$ cat config.mk
export PLATFORM = sky130hd
export DESIGN_NAME = naive_substring_search
export DESIGN_NICKNAME = d
export VERILOG_FILES = /design/src/rtl/core/nss_pkg.sv /design/src/rtl/core/nss_ram.sv /design/src/rtl/core/nss_ctrl.sv /design/src/rtl/core/naive_substring_search.sv
export VERILOG_INCLUDE_DIRS = /design/src /design/src/rtl/core
export SDC_FILE = /design/constraint.sdc
export NUM_CORES = 2
export LEC_CHECK = 0
export ABC_AREA = 0
export BUFFER_PORTS_ARGS = -buffer_cell sky130_fd_sc_hd__buf_4
export CAP_MARGIN = 20
export CORE_MARGIN = 10
export CORE_UTILIZATION = 25
export CTS_CLUSTER_DIAMETER = 120
export CTS_CLUSTER_SIZE = 16
export DETAILED_ROUTE_END_ITERATION = 7
export GPL_TIMING_DRIVEN = 0
export PLACE_DENSITY = 0.47
export SYNTH_ARGS = -nofsm -noshare
export SYNTH_HDL_FRONTEND = slang
export SYNTH_HIERARCHICAL = 1
export SYNTH_SLANG_ARGS = --single-unit
$ cat constraint.sdc
create_clock -name clk_i -period 10.9 [get_ports clk_i]
set_input_delay 1.09 -clock clk_i [delete_from_list [all_inputs] [get_ports clk_i]]
set_output_delay 1.09 -clock clk_i [all_outputs]
set_load 0.1 [all_outputs]
$ cat src/rtl/core/assert_macros.svh
// Assertion macros for the RTL in this folder.
// Depends on nothing; the user module provides clk_i and rst_ni.
`ifndef ASSERT_MACROS_SVH
`define ASSERT_MACROS_SVH

// Check on every rising clock edge while reset is released.
`define ASSERT_RST(label, prop, msg) \
  label: assert property (@(posedge clk_i) disable iff (!rst_ni) (prop)) else $error(msg);

// Check on every rising clock edge, reset included.
`define ASSERT_ALWAYS(label, prop, msg) \
  label: assert property (@(posedge clk_i) (prop)) else $error(msg);

`endif

$ cat src/rtl/core/nss_pkg.sv
// Shared constants, codes and types of the substring search block.
// Depends on nothing.
package nss_pkg;

  localparam int unsigned MAX_LEN = 256;
  localparam int unsigned AW      = $clog2(MAX_LEN);  // buffer index width
  localparam int unsigned LW      = AW + 1;           // length / position width
  localparam int unsigned DW      = 8;                // byte width

  typedef enum logic [1:0] {
    CMD_TEXT   = 2'd0,
    CMD_PAT    = 2'd1,
    CMD_SEARCH = 2'd2,
    CMD_CLEAR  = 2'd3
  } cmd_e;

  typedef enum logic [2:0] {
    ST_OK        = 3'd0,
    ST_NOT_FOUND = 3'd1,
    ST_BAD_POS   = 3'd2,
    ST_EMPTY_PAT = 3'd3,
    ST_FULL      = 3'd4
  } status_e;

  typedef struct packed {
    logic          we;
    logic [AW-1:0] waddr;
    logic [DW-1:0] wdata;
    logic [AW-1:0] raddr;
  } ram_req_t;

  typedef struct packed {
    logic          valid;
    status_e       status;
    logic [LW-1:0] pos;
  } res_t;

endpackage

$ cat src/rtl/core/nss_ram.sv
// Byte buffer: one write port, one read port with registered read data.
// Depends on nss_pkg.
module nss_ram (
  input  logic                    clk_i,
  input  nss_pkg::ram_req_t       req_i,
  output logic [nss_pkg::DW-1:0]  rdata_o
);

  logic [nss_pkg::DW-1:0] mem [nss_pkg::MAX_LEN];
  logic [nss_pkg::DW-1:0] rdata_q;

  always_ff @(posedge clk_i) begin
    if (req_i.we) begin
      mem[req_i.waddr] <= req_i.wdata;
    end
  end

  always_ff @(posedge clk_i) begin
    rdata_q <= mem[req_i.raddr];
  end

  assign rdata_o = rdata_q;

endmodule

$ cat src/rtl/core/nss_ctrl.sv
// Command decode, buffer lengths and the window/byte compare sequencer.
// Depends on nss_pkg; drives the two nss_ram buffers.
module nss_ctrl (
  input  logic                    clk_i,
  input  logic                    rst_ni,
  input  logic                    start_i,
  input  logic [1:0]              cmd_i,
  input  logic [nss_pkg::DW-1:0]  char_value_i,
  input  logic [nss_pkg::LW-1:0]  start_pos_i,
  input  logic [nss_pkg::DW-1:0]  txt_rdata_i,
  input  logic [nss_pkg::DW-1:0]  pat_rdata_i,
  output logic                    busy_o,
  output nss_pkg::ram_req_t       txt_req_o,
  output nss_pkg::ram_req_t       pat_req_o,
  output nss_pkg::res_t           res_o
);

  typedef enum logic [2:0] {
    S_IDLE = 3'b001,
    S_RD   = 3'b010,
    S_CMP  = 3'b100
  } state_e;

  localparam logic [nss_pkg::LW-1:0] MaxLenL = nss_pkg::LW'(nss_pkg::MAX_LEN);

  state_e                  state_q, state_d;
  logic [nss_pkg::LW-1:0]  tlen_q, tlen_d;
  logic [nss_pkg::LW-1:0]  plen_q, plen_d;
  logic [nss_pkg::AW-1:0]  base_q, base_d;
  logic [nss_pkg::AW-1:0]  k_q, k_d;

  logic                    accept;
  logic                    txt_room, pat_room;
  logic [nss_pkg::LW:0]    start_end;   // start_pos + pattern length
  logic [nss_pkg::LW-1:0]  base_nxt;    // next window, 0-based
  logic [nss_pkg::LW:0]    next_end;    // next window end, exclusive
  logic [nss_pkg::LW-1:0]  k_nxt;

  assign accept    = start_i && (state_q == S_IDLE);
  assign busy_o    = (state_q != S_IDLE);
  assign txt_room  = (tlen_q < MaxLenL);
  assign pat_room  = (plen_q < MaxLenL);
  assign start_end = {1'b0, start_pos_i} + {1'b0, plen_q};
  assign base_nxt  = {1'b0, base_q} + nss_pkg::LW'(1);
  assign next_end  = {1'b0, base_nxt} + {1'b0, plen_q};
  assign k_nxt     = {1'b0, k_q} + nss_pkg::LW'(1);

  // Writes happen only on accepted appends, read data is used only while busy: no overlap.
  always_comb begin
    txt_req_o.we    = accept && (nss_pkg::cmd_e'(cmd_i) == nss_pkg::CMD_TEXT) && txt_room;
    txt_req_o.waddr = tlen_q[nss_pkg::AW-1:0];
    txt_req_o.wdata = char_value_i;
    txt_req_o.raddr = base_q + k_q;
    pat_req_o.we    = accept && (nss_pkg::cmd_e'(cmd_i) == nss_pkg::CMD_PAT) && pat_room;
    pat_req_o.waddr = plen_q[nss_pkg::AW-1:0];
    pat_req_o.wdata = char_value_i;
    pat_req_o.raddr = k_q;
  end

  always_comb begin
    state_d    = state_q;
    tlen_d     = tlen_q;
    plen_d     = plen_q;
    base_d     = base_q;
    k_d        = k_q;
    res_o      = '0;
    res_o.status = nss_pkg::ST_OK;
    unique case (state_q)
      S_IDLE: begin
        if (accept) begin
          res_o.valid = 1'b1;
          unique case (nss_pkg::cmd_e'(cmd_i))
            nss_pkg::CMD_TEXT: begin
              if (txt_room) tlen_d = tlen_q + nss_pkg::LW'(1);
              else          res_o.status = nss_pkg::ST_FULL;
            end
            nss_pkg::CMD_PAT: begin
              if (pat_room) plen_d = plen_q + nss_pkg::LW'(1);
              else          res_o.status = nss_pkg::ST_FULL;
            end
            nss_pkg::CMD_SEARCH: begin
              if (start_pos_i == '0 || start_pos_i > tlen_q) begin
                res_o.status = nss_pkg::ST_BAD_POS;
              end else if (plen_q == '0) begin
                res_o.status = nss_pkg::ST_EMPTY_PAT;
              end else if (start_end > ({1'b0, tlen_q} + (nss_pkg::LW+1)'(1))) begin
                res_o.status = nss_pkg::ST_NOT_FOUND;
              end else begin
                // hold the result and walk windows from the start position
                res_o.valid = 1'b0;
                base_d  = nss_pkg::AW'(start_pos_i - nss_pkg::LW'(1));
                k_d     = '0;
                state_d = S_RD;
              end
            end
            nss_pkg::CMD_CLEAR: begin
              tlen_d = '0;
              plen_d = '0;
            end
            default: ;
          endcase
        end
      end
      S_RD: begin
        state_d = S_CMP;
      end
      S_CMP: begin
        if (txt_rdata_i == pat_rdata_i) begin
          if (k_nxt == plen_q) begin
            res_o.valid  = 1'b1;
            res_o.status = nss_pkg::ST_OK;
            res_o.pos    = base_nxt;
            state_d      = S_IDLE;
          end else begin
            k_d     = k_nxt[nss_pkg::AW-1:0];
            state_d = S_RD;
          end
        end else if (next_end <= {1'b0, tlen_q}) begin
          base_d  = base_nxt[nss_pkg::AW-1:0];
          k_d     = '0;
          state_d = S_RD;
        end else begin
          res_o.valid  = 1'b1;
          res_o.status = nss_pkg::ST_NOT_FOUND;
          state_d      = S_IDLE;
        end
      end
      default: state_d = S_IDLE;
    endcase
  end

  always_ff @(posedge clk_i or negedge rst_ni) begin
    if (!rst_ni) begin
      state_q <= S_IDLE;
      tlen_q  <= '0;
      plen_q  <= '0;
    end else begin
      state_q <= state_d;
      tlen_q  <= tlen_d;
      plen_q  <= plen_d;
    end
  end

  always_ff @(posedge clk_i) begin
    base_q <= base_d;
    k_q    <= k_d;
  end

endmodule

$ cat src/rtl/core/naive_substring_search.sv
// Append/clear: request taken each cycle while busy_o is low, result strobed on done_o in the next cycle.
// Search: result strobed in the next cycle when no window is walked; otherwise
// busy_o stays high while the byte compares are made (one buffer read and
// one compare each), and the result is strobed in the cycle busy_o drops.
// Reset: asynchronous, active low; clears both lengths and the sequencer. The
// buffer contents stay undefined, there is no clearing pass.
`include "assert_macros.svh"

module naive_substring_search (
  input  logic                    clk_i,
  input  logic                    rst_ni,
  input  logic                    start_i,
  output logic                    busy_o,
  input  logic [1:0]              cmd_i,
  input  logic [nss_pkg::DW-1:0]  char_value_i,
  input  logic [nss_pkg::LW-1:0]  start_pos_i,
  output logic                    done_o,
  output logic [2:0]              status_o,
  output logic [nss_pkg::LW-1:0]  match_position_o
);

  nss_pkg::ram_req_t       txt_req, pat_req;
  logic [nss_pkg::DW-1:0]  txt_rdata, pat_rdata;
  nss_pkg::res_t           res;

  logic                    done_q;
  nss_pkg::status_e        status_q;
  logic [nss_pkg::LW-1:0]  pos_q;

  // Sequencer: decodes requests, owns the lengths, walks windows.
  nss_ctrl u_ctrl (
    .clk_i        (clk_i),
    .rst_ni       (rst_ni),
    .start_i      (start_i),
    .cmd_i        (cmd_i),
    .char_value_i (char_value_i),
    .start_pos_i  (start_pos_i),
    .txt_rdata_i  (txt_rdata),
    .pat_rdata_i  (pat_rdata),
    .busy_o       (busy_o),
    .txt_req_o    (txt_req),
    .pat_req_o    (pat_req),
    .res_o        (res)
  );

  // Text buffer.
  nss_ram u_txt_ram (
    .clk_i   (clk_i),
    .req_i   (txt_req),
    .rdata_o (txt_rdata)
  );

  // Pattern buffer.
  nss_ram u_pat_ram (
    .clk_i   (clk_i),
    .req_i   (pat_req),
    .rdata_o (pat_rdata)
  );

  // Result register: strobe for exactly one cycle, the receiver cannot stall.
  always_ff @(posedge clk_i or negedge rst_ni) begin
    if (!rst_ni) begin
      done_q <= 1'b0;
    end else begin
      done_q <= res.valid;
    end
  end

  // Payload: capture only with a fresh result, hold otherwise.
  always_ff @(posedge clk_i) begin
    if (res.valid) begin
      status_q <= res.status;
      pos_q    <= res.pos;
    end
  end

  assign done_o           = done_q;
  assign status_o         = status_q;
  assign match_position_o = pos_q;

  // A nonzero position only ever comes with a found status.
  `ASSERT_RST(a_pos_found, (done_o && match_position_o != '0) |-> (status_o == nss_pkg::ST_OK),
              "match position without found status")
  // Every accepted request either answers next cycle or starts a search.
  `ASSERT_RST(a_req_answered, (start_i && !busy_o) |=> (done_o || busy_o),
              "accepted request neither answered nor searching")
  // A finishing search strobes its result as busy drops.
  `ASSERT_RST(a_search_done, $fell(busy_o) |-> done_o, "search ended without result")
  // No result is strobed while a search is still walking.
  `ASSERT_ALWAYS(a_no_done_busy, busy_o |-> !done_o, "result strobed while busy")

endmodule

; ---- After elaboration in Yosys (flattened, before gate mapping)
; Memories as Yosys holds them, arrays and structs flattened. A register that Yosys moved wholly into a read port is not among the register bits.
; Index checks and enable logic that the tools add are counted.
[word_totals]
register_bits = 50
ramBits = 4096
out_inout_bits = 14
inputBits = 22
mem_count = 2
wordCells = 111
[mem_list]
columns = memory, depth, word_bits, read_ports, rd_ports_with_merged_regs, wr, line
row1 = u_pat_ram.mem, 256, 8, 1, 1, 1, nss_ram.sv:9  ; logic [nss_pkg::DW-1:0] mem [nss_pkg::MAX_LEN];
row2 = u_txt_ram.mem, 256, 8, 1, 1, 1, nss_ram.sv:9
[op_classes]
n_lt_le_gt_ge = 5
n_addsub = 9
n_reduce_logical = 18
eq_ne = 20
muxes = 49
[op_table]
columns = cell, count
row1 = two-way mux 8 bit, 15
row2 = case mux 9 bit (2 select lines), 2
row3 = case mux 8 bit (2 select lines), 2
row4 = two-way mux 3 bit, 9
row5 = adder 9 x 9 -> 10 bit, 2
row6 = "adder 8 x 1 -> 9 bit, second input constant", 2
row7 = "adder 9 x 1 -> 9 bit, second input constant", 2
row8 = logical NOT 9 bit, 2
row9 = "< comparator 9 bit, second input constant", 2
row10 = two-way mux 9 bit, 2
row11 = case mux 3 bit (3 select lines), 2
row12 = AND reduction 8 bit, 2
row13 = two-way mux 13 bit, 1
row14 = two-way mux 4 bit, 3
row15 = "adder 9 x 1 -> 10 bit, second input constant", 1
row16 = > comparator 10 bit, 1
row17 = <= comparator 10 x 9 -> 1 bit, 1
row18 = "!= test 2 bit, second input constant", 5
row19 = == test 9 bit, 1
row20 = > comparator 9 bit, 1
row21 = two-way mux 1 bit, 9
row22 = adder 8 bit, 1
row23 = == test 8 bit, 1
row24 = "!= test 2 x 1 -> 1 bit, second input constant", 4
row25 = other kinds (17), 28

; ---- Depth between registers and ports, before layout
[depth]
depth_word = 8
mapped_depth = 17
ltp_nobuf = 17

; ---- Hierarchy
; Netlist, hierarchy kept.
[by_module_without_submodules]
columns = module, cells_each, instances, seq_area_each_um2, area_per_inst_um2
row1 = nss_ram, 3733, 2, 61659.1, 79556.3
row2 = nss_ctrl, 537, 1, 1007.2, 4501.8
row3 = naive_substring_search, 13, 1, 385.4, 385.4

; ---- Worst setup path before layout
; No wires, ideal clock.
[synth_timing]
path_kind = input-to-reg
from = in start_pos_i[0] in the netlist's numbering
to = reg pos_q, in the netlist match_position_o[0] (enable)
path_buffers = 0
setup_ns = 0.374
path_stages = 15
arrival_ns = 4.229
slack_ns = 6.297
t_required_ns = 10.526
path_cell_list = ha_1 fa_1 a21o_1 a21oi_1 nor2b_1 o21a_1 o41a_1 xor2_1 ha_1 nand4_1 a211oi_1 a2111oi_0 o21a_1 and4b_1 o211ai_2
[synth_rtl]
columns = item, line
row1 = from (decl), naive_substring_search.sv:16  ; input logic [nss_pkg::LW-1:0] start_pos_i,
row2 = to (signal assigned), naive_substring_search.sv:73  ; pos_q <= res.pos;
row3 = to (decl), naive_substring_search.sv:28  ; logic [nss_pkg::LW-1:0] pos_q;

==> flow_metrics.env <==
export IMPL_outcome="finished, violations left"
export IMPL_violations="DRC"
export IMPL_die_x_um=830
export IMPL_syn_to_final_growth_pct=13.0
export IMPL_critPathCapture="u_txt_ram/rdata_o[2]"
export IMPL_synth_cell_types=85
export IMPL_drtAntennaViolNets=0
export IMPL_h_tree_depth=5
export IMPL_crit_chain="ha_1 -> inv_1 -> fa_1 -> nor2b_1 -> o21ai_0 -> nand2b_1 -> xor2_1 -> buf_4 -> nor2b_1 -> clkbuf_1 -> clkbuf_1 -> a22oi_1 -> a21oi_1 -> nor4_1 -> nor4_2"
export IMPL_grt_pass1_wl_mm=747
export IMPL_ff_latch_area_mm2=0.125
export IMPL_cp_slowest_cell="nor4_2"
export IMPL_synthFlopType="edfxtp_1"
export IMPL_drt_wl_total_mm=557
export IMPL_synth_seq_cells=4162
export IMPL_clk_pin_slew_ns=0.07
export IMPL_num_vias=86162
export IMPL_setup_tns_ns=0
export IMPL_coreArea_mm2=0.654
export IMPL_p_per_area_mw_per_mm2=159
export IMPL_slew_headroom_pct=7.56
export IMPL_multi_input_area_mm2=0.0360
export IMPL_die_area_mm2=0.689
export IMPL_slew_viol_final=0
export IMPL_grt_max_degree=153
export IMPL_ff2ff_path_depth=15
export IMPL_gp_congestion=0.902
export IMPL_first_global_vias=85361
export IMPL_worstSetupEndpointType="register"
export IMPL_leakagePower_nw=54.8
export IMPL_tightest_slew_ns=1.37
export IMPL_critPathLaunch="u_ctrl/k_q[0]"
export IMPL_dp_slack_ns=4.06
export IMPL_netlist_area_mm2=0.164
export IMPL_worstHoldPathType="in2reg"
export IMPL_maxCapViolations=0
export IMPL_critPathLaunchType="register"
export IMPL_synth_top_cell_by_area="edfxtp_1"
export IMPL_overflow=0
export IMPL_r2r_start="u_ctrl/k_q[0]"
export IMPL_ir_drop_mv=0.116
export IMPL_nFillCells=64224
export IMPL_dr_first_iter_drc_count=11495
export IMPL_rsz0062_at_grt="no"
export IMPL_synth_nets=8100
export IMPL_yosysTopAreaCellShare_pct=75.5
export IMPL_seq_area_frac_synth_pct=76.0
export IMPL_wl_per_cell_um=32.3
export IMPL_cts_resized_gates=0
export IMPL_drcViolationCount=1
export IMPL_timing_final_ws_setup_ns=4.19
export IMPL_reg2reg_to="u_txt_ram/rdata_o[2]"
export IMPL_syn_avg_cell_area_um2=20.5
export IMPL_crit_required_ns=11.68
export IMPL_clock_fmax_mhz=149
export IMPL_start_util_pct=25.1
export IMPL_numCtsBuffers=298
export IMPL_cts_tree="done"
export IMPL_clock_latency_ns=0.99
export IMPL_synth_area_top_cells="edfxtp_1 (76%), mux4_2 (12%), mux2i_1 (1.7%)"
export IMPL_synth_edf_count=4124
export IMPL_clock_path_buffers=4
export IMPL_ys_warn_count=6
export IMPL_io_pins=36
export IMPL_final_min_clock_period_ns=6.71
export IMPL_via_per_inst=5.01
export IMPL_nets=8563
export IMPL_async_reset_ff_share_pct=0.529
export IMPL_setup_viol=0
export IMPL_die_height_um=830
export IMPL_antenna_found_initial=25
export IMPL_clockRootBuffer="clkbuf_16"
export IMPL_r2r_slack_ns=4.19
export IMPL_path_class="reg2reg"
export IMPL_layout_drive_gt1_share_pct=20.4
export IMPL_cts_sinks=4162
export IMPL_dp_hpwl_mm=384
export IMPL_cp_data_arrival_time_ns=7.49
export IMPL_clock_skew_ns=0.0475
export IMPL_period_share_pct=61.6
export IMPL_hold_viol_final=0
export IMPL_syn_inst=8016
export IMPL_cpPeakStageDelay_ns=0.96
export IMPL_portBuffers=25
export IMPL_grt_use_total_pct=15.5
export IMPL_dr_pass1_iters=8
export IMPL_cp_max_fo=10
export IMPL_rows=297
worst min path at each step:
stage / start / end / cells after the start
2_1_floorplan: u_ctrl/state_q[2] / u_ctrl/state_q[2] / 1
3_3_place_gp: u_ctrl/state_q[2] / u_ctrl/state_q[2] / 1
3_5_place_dp: u_ctrl/state_q[2] / u_ctrl/state_q[2] / 1
4_1_cts: char_value_i[0] / u_pat_ram/mem[111][0] / 1
5_1_grt: char_value_i[0] / u_pat_ram/mem[130][0] / 1
6_report: char_value_i[0] / u_pat_ram/mem[130][0] / 1
cell usage in the layout (no fill, tap or decap), types with 48 or more instances in the layout:
| cell | instances |
|---|---|
| a22oi_1 | 266 |
| clkbuf_1 | 219 |
| o22ai_1 | 58 |
| nor3_1 | 53 |
| nor2b_1 | 72 |
| buf_4 | 122 |
| edfxtp_1 | 4124 |
| nor4_1 | 48 |
| buf_2 | 91 |
| buf_8 | 73 |
| nand2_1 | 92 |
| a21oi_1 | 221 |
| ha_1 | 59 |
| nor2_1 | 630 |
| mux4_2 | 908 |
| o221ai_1 | 94 |
| buf_6 | 61 |
| nand3_1 | 92 |
| mux2i_1 | 271 |
| clkbuf_16 | 304 |
through the flow:
step	instances	total power [mW]	instance area, µm²	util, %	hold slack (ns)
after floorplan	8016	18.7	164000	-	0.471
after global placement	16712	19.3	175000	26.8	0.496
after detailed placement	16832	19.4	177000	27.1	0.525
after CTS	17190	29.7	185000	28.3	0.411
after global routing	17208	30.3	185000	28.3	0.449
final	17212	29.4	185000	28.3	0.488
per-layer routing:
layer  share of wire, %  GRT usage (%)
met4                4.3           5.55
met1                 40           20.0
met3                7.4           2.80
met2                 48           26.0
met5              0.010              0
sequential cells by signal (all words and copies together), names as in the netlist:
name and count:
done_o 1, u_txt_ram/mem 2048, u_ctrl/k_q 8, u_pat_ram/rdata_o 8, status_o 3, u_pat_ram/mem 2048, u_ctrl/tlen_q 9, u_ctrl/plen_q 9
u_ctrl/state_q 3, u_ctrl/base_q 8, match_position_o 9, u_txt_ram/rdata_o 8
report_power, final:
group	leakage (nW)	internal (mW)	switching, mW
combinational	13.4	0.351	1.02
sequential	37.5	17.6	0.0393
clock	3.90	5.02	5.42
total	54.8	23.0	6.47
critical path, delay by kind of cell, from the launching register on:
| kind | cells | cell delay (ns) |
|---|---|---|
| buf+inv | 4 | 1.80 |
| fa+ha+maj | 2 | 0.67 |
| simple gates | 5 | 2.08 |
| xor+xnor | 1 | 0.32 |
| compound gates | 3 | 0.82 |
| flops | 1 | 0.75 |
synth_stat cells (5+ instances only):
| cell | number |
|---|---|
| a22o_1 | 16 |
| a221oi_1 | 26 |
| inv_1 | 40 |
| buf_6 | 43 |
| a211oi_1 | 39 |
| o21ai_1 | 5 |
| o22ai_1 | 58 |
| clkbuf_1 | 229 |
| nor4_2 | 6 |
| buf_8 | 26 |
| a21o_1 | 7 |
| nor4_1 | 53 |
| mux2i_1 | 271 |
| o221ai_1 | 94 |
| buf_2 | 65 |
| a2111oi_0 | 5 |
| buf_12 | 16 |
| nor2_1 | 630 |
| nand2b_1 | 20 |
| nand3_1 | 92 |
| dfrtp_1 | 21 |
| edfxtp_1 | 4124 |
| o22a_1 | 11 |
| a22oi_1 | 266 |
| a21oi_1 | 221 |
| nor2b_1 | 72 |
| dfxtp_1 | 16 |
| nor3_1 | 57 |
| nand4_1 | 28 |
| o32ai_1 | 9 |
| ha_1 | 59 |
| and3_1 | 7 |
| o21ai_0 | 43 |
| o21a_1 | 12 |
| nor2_2 | 8 |
| o211ai_1 | 20 |
| buf_1 | 45 |
| xnor2_1 | 38 |
| and2_1 | 13 |
| mux4_2 | 908 |
| nand2_1 | 92 |
| buf_4 | 87 |
| xor2_1 | 23 |
| or2_2 | 9 |
timing repair:
action / CTS / global route
setup buffers: 0 / 0
hold buffers: 1 / 0
endpoints found under the hold margin: 21 / 0
area by class of cell:
cell class                      instances  share of cell area [%]
Inverter                               42                  0.0850
Antenna cell                            5                 0.00675
Clock inverter                         19                   0.128
Multi-Input combinational cell       3301                    19.4
Clock buffer                          338                    4.17
Timing Repair Buffer                  163                    1.24
Sequential cell                      4162                    67.3
Buffer                                511                    1.83
Tap cell                             8671                    5.85
cells by family after synthesis:
kind of cell	Yosys count	share of synthesized area (%)
AOI/OAI and AO/OA	875	3.75
xor gates and xnor gates	61	0.326
adders and majority gates	62	0.487
buffers and inverters	553	2.05
DFF	4162	76.0
muxes	1185	14.2
and+or+nand+nor	1118	3.14
(Power assumes the default switching activity.)
